### config.mk
export PLATFORM = sky130hd
export DESIGN_NAME = arcs_ctrl
export DESIGN_NICKNAME = d
export VERILOG_FILES = /design/src/sv/arcs_pkg.sv /design/src/sv/arcs_ctrl.sv
export SDC_FILE = /design/constraint.sdc
export NUM_CORES = 1
export LEC_CHECK = 0
export BUFFER_PORTS_ARGS = -buffer_cell sky130_fd_sc_hd__buf_2
export CORE_UTILIZATION = 36
export CTS_CLUSTER_SIZE = 25
export DETAILED_ROUTE_END_ITERATION = 12
export GPL_ROUTABILITY_DRIVEN = 0
export SKIP_LAST_GASP = 1
export SYNTH_ARGS = -nofsm -noshare
export SYNTH_HDL_FRONTEND = slang
export SYNTH_SLANG_ARGS = --single-unit
### constraint.sdc
create_clock -name i_clk -period 4.8 [get_ports i_clk]
set_input_delay 0.24 -clock i_clk [delete_from_list [all_inputs] [get_ports i_clk]]
set_output_delay 0.24 -clock i_clk [all_outputs]
set_load 0.005 [all_outputs]
### src/sv/arcs_pkg.sv
// types, constants and sequencer tables of the axial rope cos/sin generator
`default_nettype none

package arcs_pkg;

    localparam int ROPE_DIM   = 64;
    localparam int NFREQ      = ROPE_DIM / 4;
    localparam int FIDX_W     = (NFREQ > 1) ? $clog2(NFREQ) : 1;
    localparam int FREQ_IDX_W = 5;
    localparam int IDX_W      = 16;
    localparam int DIVCNT_W   = $clog2(IDX_W);
    localparam int N_STEPS    = 33;
    localparam int STEP_W     = $clog2(N_STEPS);
    localparam int CFG_IDX_W  = 8;
    localparam int OUT_DATA_W = 40;
    localparam int OUT_USER_W = 2;

    // register indexes
    localparam logic [CFG_IDX_W-1:0] CFG_GRID_WIDTH     = 8'd0;
    localparam logic [CFG_IDX_W-1:0] CFG_GRID_HEIGHT    = 8'd1;
    localparam logic [CFG_IDX_W-1:0] CFG_FREQ_RATIO     = 8'd2;
    localparam logic [CFG_IDX_W-1:0] CFG_POSITION_SCALE = 8'd3;

    localparam logic [8:0]  RST_GRID_WIDTH     = 9'd72;
    localparam logic [8:0]  RST_GRID_HEIGHT    = 9'd72;
    localparam logic [31:0] RST_FREQ_RATIO     = 32'd2415237493;
    localparam logic [23:0] RST_POSITION_SCALE = 24'd65536;

    // floor(2^64 / 2pi) split into low and high words
    localparam logic [31:0] K_LO     = 32'h9391054A;
    localparam logic [29:0] K_HI     = 30'h28BE60DB;
    localparam logic [32:0] HALF_PI  = 33'h1921FB544;
    localparam logic [32:0] F_ONE    = 33'h1_0000_0000;
    localparam logic [30:0] ONE_Q30  = 31'h4000_0000;

    typedef enum logic [2:0] {
        S_IDLE,
        S_RANGE,
        S_DIV,
        S_AXIS,
        S_CALC,
        S_EMIT
    } t_state;

    typedef enum logic [4:0] {
        OP_NOP,
        OP_LOAD,
        OP_RANGE,
        OP_DIV_STEP,
        OP_LOAD_X,
        OP_LOAD_Y,
        OP_FK_LO,
        OP_FK_HI,
        OP_F_RATIO,
        OP_TG_LO,
        OP_TG_HI,
        OP_PHASE,
        OP_ANGLE,
        OP_SQUARE,
        OP_SIN_FIRST,
        OP_CORRECT,
        OP_MUL_XT,
        OP_RECIP,
        OP_SIN_END,
        OP_COS_FIRST,
        OP_COS_END,
        OP_EMIT
    } t_op;

    typedef enum logic [2:0] {
        D72,
        D42,
        D20,
        D6,
        D90,
        D56,
        D30,
        D12
    } t_div;

    typedef struct packed {
        t_op               op;
        t_div              div;
        logic [FIDX_W-1:0] freq;
        logic              axis;
        logic              last;
    } t_cmd;

    typedef struct packed {
        logic oor;
        logic out_free;
    } t_status;

    // micro program of one cos/sin pair
    function automatic t_op prog_op(input logic [STEP_W-1:0] step);
        t_op op;
        unique case (step)
            6'd0:  op = OP_FK_LO;
            6'd1:  op = OP_FK_HI;
            6'd2:  op = OP_F_RATIO;
            6'd3:  op = OP_TG_LO;
            6'd4:  op = OP_TG_HI;
            6'd5:  op = OP_PHASE;
            6'd6:  op = OP_ANGLE;
            6'd7:  op = OP_SQUARE;
            6'd8:  op = OP_SIN_FIRST;
            6'd9, 6'd12, 6'd15, 6'd18, 6'd21, 6'd24, 6'd27, 6'd30: op = OP_CORRECT;
            6'd10, 6'd13, 6'd16, 6'd22, 6'd25, 6'd28, 6'd31:       op = OP_MUL_XT;
            6'd11, 6'd14, 6'd17, 6'd23, 6'd26, 6'd29:              op = OP_RECIP;
            6'd19: op = OP_SIN_END;
            6'd20: op = OP_COS_FIRST;
            6'd32: op = OP_COS_END;
            default: op = OP_NOP;
        endcase
        return op;
    endfunction

    function automatic t_div prog_div(input logic [STEP_W-1:0] step);
        t_div d;
        unique case (step)
            6'd11, 6'd12: d = D42;
            6'd14, 6'd15: d = D20;
            6'd17, 6'd18: d = D6;
            6'd20, 6'd21: d = D90;
            6'd23, 6'd24: d = D56;
            6'd26, 6'd27: d = D30;
            6'd29, 6'd30: d = D12;
            default:      d = D72;
        endcase
        return d;
    endfunction

    // floor(2^36 / d)
    function automatic logic [35:0] recip(input t_div d);
        logic [35:0] r;
        unique case (d)
            D72: r = 36'd954437176;
            D42: r = 36'd1636178017;
            D20: r = 36'd3435973836;
            D6:  r = 36'd11453246122;
            D90: r = 36'd763549741;
            D56: r = 36'd1227133513;
            D30: r = 36'd2290649224;
            D12: r = 36'd5726623061;
            default: r = 36'd954437176;
        endcase
        return r;
    endfunction

    function automatic logic [6:0] divisor(input t_div d);
        logic [6:0] v;
        unique case (d)
            D72: v = 7'd72;
            D42: v = 7'd42;
            D20: v = 7'd20;
            D6:  v = 7'd6;
            D90: v = 7'd90;
            D56: v = 7'd56;
            D30: v = 7'd30;
            D12: v = 7'd12;
            default: v = 7'd72;
        endcase
        return v;
    endfunction

endpackage

`default_nettype wire

### src/sv/arcs_ctrl.sv
// sequencer of the axial rope cos/sin generator
`default_nettype none

module arcs_ctrl (
    input  logic             i_clk,
    input  logic             i_rst_n,
    input  logic             i_s_axis_tvalid,
    output logic             o_s_axis_tready,
    input  arcs_pkg::t_status i_status,
    output arcs_pkg::t_cmd   o_cmd
);
    import arcs_pkg::*;

    t_state              r_state;
    t_state              n_state;
    logic [STEP_W-1:0]   r_step;
    logic [FIDX_W-1:0]   r_freq;
    logic                r_axis;
    logic [DIVCNT_W-1:0] r_divcnt;

    logic freq_end;
    logic step_end;
    logic div_end;
    logic last_pair;

    assign freq_end  = (r_freq == FIDX_W'(NFREQ - 1));
    assign step_end  = (r_step == STEP_W'(N_STEPS - 1));
    assign div_end   = (r_divcnt == DIVCNT_W'(IDX_W - 1));
    assign last_pair = r_axis && freq_end;

    always_ff @(posedge i_clk) begin
        if (!i_rst_n) begin
            r_state  <= S_IDLE;
            r_step   <= '0;
            r_freq   <= '0;
            r_axis   <= 1'b0;
            r_divcnt <= '0;
        end else begin
            r_state <= n_state;
            unique case (r_state)
                S_IDLE: begin
                    if (i_s_axis_tvalid) begin
                        r_freq   <= '0;
                        r_axis   <= 1'b0;
                        r_divcnt <= '0;
                    end
                end
                S_DIV:  r_divcnt <= r_divcnt + 1'b1;
                S_AXIS: r_step   <= '0;
                S_CALC: r_step   <= r_step + 1'b1;
                S_EMIT: begin
                    if (i_status.out_free && !last_pair) begin
                        r_step <= '0;
                        if (freq_end) begin
                            r_freq <= '0;
                            r_axis <= 1'b1;
                        end else begin
                            r_freq <= r_freq + 1'b1;
                        end
                    end
                end
                default: ;
            endcase
        end
    end

    always_comb begin
        n_state = r_state;
        unique case (r_state)
            S_IDLE:  if (i_s_axis_tvalid) n_state = S_RANGE;
            S_RANGE: n_state = S_DIV;
            S_DIV: begin
                if (i_status.oor) n_state = S_EMIT;
                else if (div_end) n_state = S_AXIS;
            end
            S_AXIS:  n_state = S_CALC;
            S_CALC:  if (step_end) n_state = S_EMIT;
            S_EMIT: begin
                if (i_status.out_free) begin
                    if (last_pair)         n_state = S_IDLE;
                    else if (i_status.oor) n_state = S_EMIT;
                    else if (freq_end)     n_state = S_AXIS;
                    else                   n_state = S_CALC;
                end
            end
            default: n_state = S_IDLE;
        endcase
    end

    always_comb begin
        o_cmd.op   = OP_NOP;
        o_cmd.div  = prog_div(r_step);
        o_cmd.freq = r_freq;
        o_cmd.axis = r_axis;
        o_cmd.last = last_pair;
        o_s_axis_tready = (r_state == S_IDLE);
        unique case (r_state)
            S_IDLE:  if (i_s_axis_tvalid) o_cmd.op = OP_LOAD;
            S_RANGE: o_cmd.op = OP_RANGE;
            S_DIV:   if (!i_status.oor) o_cmd.op = OP_DIV_STEP;
            S_AXIS:  o_cmd.op = r_axis ? OP_LOAD_Y : OP_LOAD_X;
            S_CALC:  o_cmd.op = prog_op(r_step);
            S_EMIT:  if (i_status.out_free) o_cmd.op = OP_EMIT;
            default: o_cmd.op = OP_NOP;
        endcase
    end

endmodule

`default_nettype wire

==> run_results.csv, run 1 <==
group,metric,value,unit
route,wire_per_inst,15.34,um
grt,grt_pass1_wl,8438,um
setup_path,cp.required,4.98,ns
yosys,synthArstFlopShare,0,
floorplan,rows,26,
setup_path,start_kind,"flop",
setup_path,critPathMaxFanout,27,
final_layout,n_fill_cell,537,
status,status,"completed",
clock_network,cts_buffer_depth,2,
route,drtPass1Iterations,4,
timing,worst_slew_pin_slew,0.9117,ns
yosys,synthCells,249,
yosys,yosysTopAreaCell,"dfxtp_1",
timing,setup_viol,0,
power_and_ir_drop,vdd_drop_max,0.0001423,V
floorplan,die-area,5845,sq um
clock_network,cts_root_buffer,"clkbuf_8",
floorplan,die_y,76.46,um
setup_path,crit_chain,"nand3b_1, nand2_1, nor3_1, o21ai_0, inv_1, ha_1, inv_1, o21ai_2, o211a_1, a311oi_1",
timing,max_freq,295.5,MHz
clock_network,cts_num_sinks,26,
yosys,ys_ff_latch,26,
clock_network,cts_tree,"built",
route,drt-total-wl,4985,um
timing,holdWs,0.3069,ns
timing,rsz0062_at_grt,"false",
yosys,syn_area_per_cell,8.015,sq um
grt,grt-ovfl-total,0,
clock_network,clock_latency,0.28,ns
final_layout,nets,274,
grt,grt_pass1_vias,1704,
final_layout,final_core_util,0.4114,
yosys,synth_cell_types,62,
hold_path,min_from,"i_rst_n",
floorplan,pin_count,20,
grt,grt_max_degree,28,
final_layout,area_growth_syn_to_layout,7.963,%
timing,max_slew_margin,0.3913,
grt,grt_usage,0.1777,
yosys,synthesis.area,1996,sq um
timing,finalCritPeriodShare,0.7050,
setup_path,r2r-start,"r_state[0]",
floorplan,fp.dieW,76.46,um
route,drt_iter0_drc,142,
job,maxCapViolCount,0,
grt,antenna_found_initial,0,
setup_path,slowest_delay,0.93,ns
timing,setup_tns,0,ns
timing,slew_viol_final,0,
route,drc,0,
clock_network,cts_htree_levels,1,
clock_network,cts.clk_slew.worst_paths,0.10,ns
place,io_buffers,19,
yosys,syn_nets,267,
final_layout,layout-drive-gt1-share,0.1294,
yosys,synth.top_cell.area_share,0.2608,
yosys,synth_edf_count,0,
route,ant_nets,0,
floorplan,initial_core_util,0.3810,
setup_path,worst_ep_arrival_time,3.57,ns
setup_path,path_class,"flop to flop",
clock_network,cts_setup_buffers,0,
timing,skew,0.01837,ns
timing,period_needed,3.384,ns
place,dp_hpwl,3740,um
setup_path,path_buf_inv,2,
timing,setup_slack,1.416,ns
yosys,synth_area_leaders,"dfxtp_1 26%, ha_1 8.2%, nand2_1 4.3%",
setup_path,cp_top_family,"compound AO/OA/AOI/OAI gates",
power_and_ir_drop,power_density,326.7,nW/um^2
hold_path,worstHoldPathType,"primary input to flop",
timing,hold_viol,0,
clock_network,cts_buffers,3,
setup_path,slowest_stage,"dfxtp_1",
clock_network,cts_hold_buf,0,
yosys,ys.flop_type,"dfxtp_1",
clock_network,cts.repair.resized,0,
yosys,yosys_warnings,0,
setup_path,cpMostUsedCell,"inv_1",
yosys,yosys-top-cells-count,"26 x dfxtp_1, 23 x nand2_1, 16 x a21oi_1",
yosys,synth.most_common_cell,"dfxtp_1",
floorplan,core_area,5238,sq um
setup_path,end_kind,"flop",
place,pre_cts_ws,1.563,ns
route,num_vias,1861,
final_layout,n_antenna_cell,0,
route,viasPerCell,5.726,
setup_path,critPathLaunch,"r_state[0]",
yosys,ys_seq_area_frac,0.2608,
power_and_ir_drop,cellLeakagePower,0.0008954,uW
[area by class of cell]
cell class / instances / area (sq um) / share of cell area
clock buffers: 3 / 41.29 / 0.01916
inverters: 15 / 61.31 / 0.02846
well taps: 70 / 87.58 / 0.04065
multi-input cells: 191 / 1319 / 0.6121
flip-flops and latches: 26 / 520.5 / 0.2416
repair buffers: 19 / 95.09 / 0.04413
clock inverters: 1 / 30.03 / 0.01394
[stage by stage]
step	cells	instance area (sq um)	power (uW)
floorplan	249	1996	464.4
global placement	321	2083	523.1
detailed placement	321	2083	520.0
CTS	325	2155	706.5
global route	325	2155	753.0
finish	325	2155	703.9
[metal layers]
metal / vias to the layer above / global-route usage / routed length (um)
li1: 927 / - / -
met1: 875 / 0.2513 / 2563
met2: 49 / 0.2775 / 2160
met3: 10 / 0.03114 / 191
met4: 0 / 0.04231 / 69
met5: - / 0 / 0
[logic make-up after synthesis]
group | count (synthesis) | synth area share
AO/OA/AOI/OAI | 74 | 0.2684
XOR/XNOR | 4 | 0.01756
adder cells (fa/ha/maj) | 13 | 0.08151
buffers and inverters | 32 | 0.07837
flip-flops | 26 | 0.2608
multiplexers | 9 | 0.04640
AND/OR/NAND/NOR | 91 | 0.2470
[path summary, 6_finish.rpt]
kind                endpoint  slack, ns  depth (start not counted)
hold / removal    r_state[0]       0.31                          2
setup reg to reg        flop       1.42                         10
setup / recovery        flop       1.42                         10
hold reg to reg    r_freq[1]       0.50                          2
[layout by cell type (no fill, tap or decap), types with 3 or more instances in the layout]
master,count
dfxtp_1,26
nand2_1,23
buf_2,19
a21oi_1,16
nor2_1,15
inv_1,13
ha_1,13
o21ai_0,12
nand3_1,11
nor3_1,7
mux2i_1,7
nor2b_1,6
nand2b_1,5
a31oi_1,5
a211oi_1,4
nand3b_1,3
and3_1,3
o21bai_1,3
or3_1,3
o21a_1,3
xor2_1,3
a311oi_1,3
clkbuf_8,3
[power by group]
group / switching, uW / internal, uW / total (uW)
logic: 122 / 101 / 223
clock network: 72.9 / 112 / 185
registers: 63.5 / 233 / 297
total: 258 / 446 / 704
Note: power is estimated with default switching activity, not from simulation.
==> inputs of run 2 (changes only) <==
--- a/config.mk
+++ b/config.mk
@@ -5,6 +5,7 @@
 export SDC_FILE = /design/constraint.sdc
 export NUM_CORES = 1
 export LEC_CHECK = 0
+export ABC_AREA = 1
 export BUFFER_PORTS_ARGS = -buffer_cell sky130_fd_sc_hd__buf_2
 export CORE_UTILIZATION = 36
 export CTS_CLUSTER_SIZE = 25
==> constraint.sdc (replaced) <==
create_clock -name i_clk -period 3.4 [get_ports i_clk]
set_input_delay 0.17 -clock i_clk [delete_from_list [all_inputs] [get_ports i_clk]]
set_output_delay 0.17 -clock i_clk [all_outputs]
set_load 0.005 [all_outputs]
==> run 2 against run 1 <==
Against the previous run:
- critical path depth grew 5
- power grew 34%
- combinational power grew 63%
- area after synthesis shrank 7.6%
- highest routed layer unchanged
==> run_results.csv, run 2 <==
group,metric,value,unit
final_layout,layout-drive-gt1-share,0.1409,
timing,period_needed,2.711,ns
yosys,ys.flop_type,"dfxtp_1",
grt,antenna_found_initial,0,
power_and_ir_drop,cellLeakagePower,0.001046,uW
place,io_buffers,19,
clock_network,clock_latency,0.27,ns
floorplan,pin_count,20,
hold_path,worstHoldPathType,"primary input to flop",
place,dp_cells,361,
floorplan,die_y,73.58,um
timing,holdWs,0.3140,ns
yosys,synthCells,281,
clock_network,cts_root_buffer,"clkbuf_8",
setup_path,path_class,"flop to flop",
yosys,synth.top_cell.area_share,0.2822,
floorplan,rows,25,
setup_path,worst_ep_arrival_time,2.91,ns
yosys,synth_edf_count,0,
power_and_ir_drop,pwr-share-comb,0.385,
route,drt_iter0_drc,135,
yosys,ys_ff_latch,26,
final_layout,n_antenna_cell,0,
clock_network,cts.clk_slew.worst_paths,0.09,ns
clock_network,cts_buffer_depth,2,
clock_network,cts_buffers,3,
yosys,yosys-top-cells-count,"73 x nand2_1, 43 x inv_1, 37 x nand3_1",
yosys,synth_area_leaders,"dfxtp_1 28%, nand2_1 15%, nand3_1 10%",
timing,skew,0.006341,ns
route,wire_per_inst,11.62,um
place,dp_hpwl,3304,um
route,viasPerCell,4.926,
timing,hold_viol,0,
clock_network,cts_htree_levels,1,
timing,max_slew_margin,0.4959,
final_layout,area_growth_syn_to_layout,10.31,%
power_and_ir_drop,power.share.sequential,0.404,
clock_network,cts_hold_buf,0,
grt,grt_usage,0.1709,
yosys,ys_seq_area_frac,0.2822,
power_and_ir_drop,power_density,464.8,nW/um^2
setup_path,critPathMaxFanout,8,
route,drtPass1Iterations,4,
grt,grt-ovfl-total,0,
route,ant_nets,0,
timing,max_freq,368.9,MHz
timing,setup_tns,0,ns
yosys,syn_nets,299,
yosys,yosys_warnings,0,
route,drt-total-wl,4242,um
yosys,synthesis.area,1844,sq um
power_and_ir_drop,power_frac_clock,0.212,
clock_network,cts_num_sinks,26,
floorplan,initial_core_util,0.3829,
timing,rsz0062_at_grt,"false",
job,maxCapViolCount,0,
power_and_ir_drop,p_int,573.2,uW
yosys,synth.most_common_cell,"nand2_1",
setup_path,cp.required,3.60,ns
yosys,yosysTopAreaCell,"dfxtp_1",
floorplan,core_area,4817,sq um
route,drc,0,
yosys,synthArstFlopShare,0,
clock_network,cts.repair.resized,0,
final_layout,stdcell_count,365,
floorplan,die-area,5413,sq um
timing,worst_slew_pin_slew,0.7483,ns
power_and_ir_drop,p_total,945.6,uW
clock_network,cts_setup_buffers,0,
floorplan,fp.dieW,73.58,um
yosys,synth_cell_types,35,
final_layout,layout_commonest_cell,"nand2_1",
power_and_ir_drop,swShare,0.3938,
final_layout,final_cell_mix,"73 x nand2_1, 43 x inv_1, 37 x nand3_1",
grt,grt_pass1_vias,1678,
grt,grt_max_degree,17,
timing,setup_viol,0,
setup_path,start_kind,"flop",
clock_network,cts_tree,"built",
grt,grt_pass1_wl,7238,um
timing,slew_viol_final,0,
power_and_ir_drop,vdd_drop_max,0.0001492,V
timing,finalCritPeriodShare,0.7973,
power_and_ir_drop,p_switching,372.4,uW
setup_path,end_kind,"flop",
final_layout,nets,317,
yosys,syn_area_per_cell,6.563,sq um
status,status,"completed",
route,num_vias,1798,
==> run 2: cell count changes after synthesis, moves of 5 or more <==
cell	before	now
clkbuf_1	8	1
nand2_1	23	73
mux2i_1	7	0
nand2b_1	5	0
nor2b_1	6	0
inv_1	13	43
nand3_1	11	37
==> run 2: layout make-up <==
class                           count  area, sq um
Inverter                           46        175.2
Multi-Input combinational cell    202         1097
Clock buffer                        4        55.05
Tap cell                           67        83.83
Fill cell                         535         2783
Timing Repair Buffer               20        102.6
Sequential cell                    26        520.5
==> run 2: layer usage <==
layer,vias up,global-route usage,routed length [um]
li1,949,-,-
met1,789,0.2162,2084
met2,54,0.2864,1937
met3,6,0.02606,162
met4,0,0.07479,57
met5,-,0,0
==> run 2: power groups by stage <==
stage / Clock (uW) / Combinational, uW / Sequential, uW
floorplan: 0 / 282 / 383
global placement: 0 / 365 / 388
detailed placement: 0 / 360 / 389
CTS: 205 / 362 / 382
global route: 218 / 417 / 388
finish: 200 / 364 / 382
==> run 2: final timing paths <==
check,from,end,slack [ns],cells past startpoint
min,i_status[0],r_state[0],0.31,4
max,r_freq[0],flop,0.69,15
min reg2reg,r_freq[1],r_freq[1],0.50,2
max reg2reg,r_freq[0],flop,0.69,15
==> run 2: through the flow <==
stage	util	setup slack [ns]	instance area, sq um
finish	0.4223	0.6892	2034
global route	0.4223	0.3945	2034
CTS	0.4223	0.7268	2034
detailed placement	0.4109	0.7476	1979
global placement	0.4109	0.8105	1979
floorplan	-	1.086	1844
==> run 2: cells by family after synthesis <==
group	count (synthesis)	synth area share
AND/OR/NAND/NOR	154	0.3969
buffers and inverters	53	0.1228
flip-flops	26	0.2822
AO/OA/AOI/OAI	35	0.1099
adder cells (fa/ha/maj)	13	0.08820
==> run 2: worst max-delay path: stages, from the launching register on <==
cell and delay (ns):
dfxtp_1 0.34, ha_1 0.23, nand3_1 0.15, nor2_1 0.10, nand2_1 0.11, nand3_4 0.12, o21ai_0 0.62, inv_1 0.20
ha_1 0.27, inv_1 0.06, nand2_1 0.05, nand2_1 0.07, nand2_1 0.07, nand2_1 0.07, nand2_1 0.05, a21oi_1 0.13
==> inputs of run 3 (changes only) <==
==> constraint.sdc (replaced) <==
create_clock -name i_clk -period 2.4 [get_ports i_clk]
set_input_delay 0.12 -clock i_clk [delete_from_list [all_inputs] [get_ports i_clk]]
set_output_delay 0.12 -clock i_clk [all_outputs]
set_load 0.005 [all_outputs]
==> run 3 against run 2 <==
Against the previous run:
- via count increased by 1.7%
- global-route usage increased by 0.71 points
- non-clock buffer count grew 9
- worst hold slack worse by 0.074 ns
- power rose by 45%
- clock power rose by 42%
- die area is the same
- worst setup slack worse by 0.53 ns
- core utilization is 2.1 points higher
- clock-buffer cell count unchanged
- register-to-register slack got worse by 0.53 ns
- fmax up 21%
- highest routed layer unchanged
==> run_results.csv, run 3 (synthesis gave the netlist of run 2 again) <==
group,metric,value,unit
status,status,"completed",
setup_path,rr_worst_depth,15,
timing,slew_viol_final,0,
final_layout,layout_commonest_cell,"nand2_1",
clock_network,cts.clk_slew.worst_paths,0.09,ns
clock_network,cts_num_sinks,26,
power_and_ir_drop,p_total,1369,uW
clock_network,cts_buffer_depth,2,
final_layout,n_antenna_cell,0,
setup_path,end_kind,"flop",
final_layout,layout-drive-gt1-share,0.2052,
timing,setup_slack,0.1588,ns
timing,max_slew_margin,0.7464,
grt,grt_usage,0.1781,
timing,holdWs,0.2405,ns
floorplan,die-area,5413,sq um
final_layout,nets,326,
setup_path,cp.required,2.57,ns
place,postPlaceCellArea,2024,sq um
timing,setup_viol,0,
floorplan,core_area,4817,sq um
floorplan,fp.dieW,73.58,um
clock_network,cts_buffers,3,
floorplan,pin_count,20,
grt,antenna_found_initial,0,
route,ant_nets,0,
timing,worst_slew_pin_slew,0.3775,ns
route,drt-total-wl,4519,um
final_layout,final_cell_mix,"68 x nand2_1, 43 x inv_1, 35 x nand3_1",
timing,skew,0.003375,ns
clock_network,cts_root_buffer,"clkbuf_8",
clock_network,cts_hold_buf,0,
route,drt_iter0_drc,110,
grt,grt_pass1_wl,7314,um
route,drtPass1Iterations,4,
place,io_buffers,19,
grt,grt-ovfl-total,0,
setup_path,critPathMaxFanout,8,
clock_network,cts_htree_levels,1,
setup_path,start_kind,"flop",
timing,finalCritPeriodShare,0.9338,
route,drc,0,
route,wire_per_inst,12.08,um
grt,grt_max_degree,17,
final_layout,finalInstanceArea,2133,sq um
timing,max_freq,446.2,MHz
hold_path,worstHoldPathType,"primary input to flop",
place,pre_cts_ws,0.07120,ns
place,dp_hpwl,3477,um
final_layout,area_growth_syn_to_layout,15.67,%
floorplan,initial_core_util,0.3829,
clock_network,clock_latency,0.27,ns
setup_path,path_class,"flop to flop",
floorplan,rows,25,
job,maxCapViolCount,0,
timing,setup_tns,0,ns
hold_path,min_path_cells,3,
power_and_ir_drop,power_density,641.7,nW/um^2
clock_network,cts_tree,"built",
setup_path,worst_ep_arrival_time,2.41,ns
timing,hold_viol,0,
power_and_ir_drop,vdd_drop_max,0.0002497,V
grt,grt_pass1_vias,1624,
power_and_ir_drop,cellLeakagePower,0.001088,uW
timing,period_needed,2.241,ns
route,viasPerCell,4.890,
route,num_vias,1829,
floorplan,die_y,73.58,um
## run 3: final timing paths
check	startpoint	endpoint	slack, ns
max	r_state[1]	flop	0.16
min	i_rst_n	r_state[1]	0.24
max reg2reg	r_state[1]	flop	0.16
min reg2reg	r_freq[0]	r_freq[0]	0.49
## run 3: report_power, final
group	total, uW	internal (uW)	switching, uW	leakage, uW
Sequential	547	493	54.0	0.000212
Combinational	538	196	342	0.000847
Clock	284	147	137	0.0000288
## run 3: cell type report
cell class | instances | area [sq um]
Multi-Input combinational cell | 202 | 1125
Clock buffer | 4 | 55.05
Sequential cell | 26 | 524.3
Timing Repair Buffer | 29 | 170.2
Inverter | 46 | 175.2
Fill cell | 529 | 2684
Tap cell | 67 | 83.83
## run 3: per-stage QoR
step	util	std cells
after global placement	0.4203	367
after floorplan	-	281
after CTS	0.4317	371
after detailed placement	0.4203	367
final	0.4429	374
after global routing	0.4429	374
## run 3: what timing repair did
item,in CTS,in global routing
setup buffers,0,3
endpoints found under the hold margin,0,0
setup endpoints to repair,0,7
gates resized for setup,0,13
## run 3: critical path: stages (launching register included)
cell,delay (ns)
dfxtp_1,0.34
inv_1,0.13
nand2_2,0.14
nor2_8,0.18
nand2_2,0.11
nand3_4,0.14
nand2_1,0.08
nand2_2,0.08
nand2_1,0.08
ha_1,0.34
nand3_2,0.11
nand2_2,0.08
nand3_1,0.07
nand3_1,0.10
nand2_1,0.08
nand2_1,0.06
## run 3: layer usage
metal | part of all wire | GRT usage | vias up
met5 | 0 | 0 | -
met4 | 0.027 | 0.08974 | 0
met3 | 0.040 | 0.02469 | 8
met2 | 0.46 | 0.2977 | 34
met1 | 0.47 | 0.2227 | 823
li1 | - | - | 964
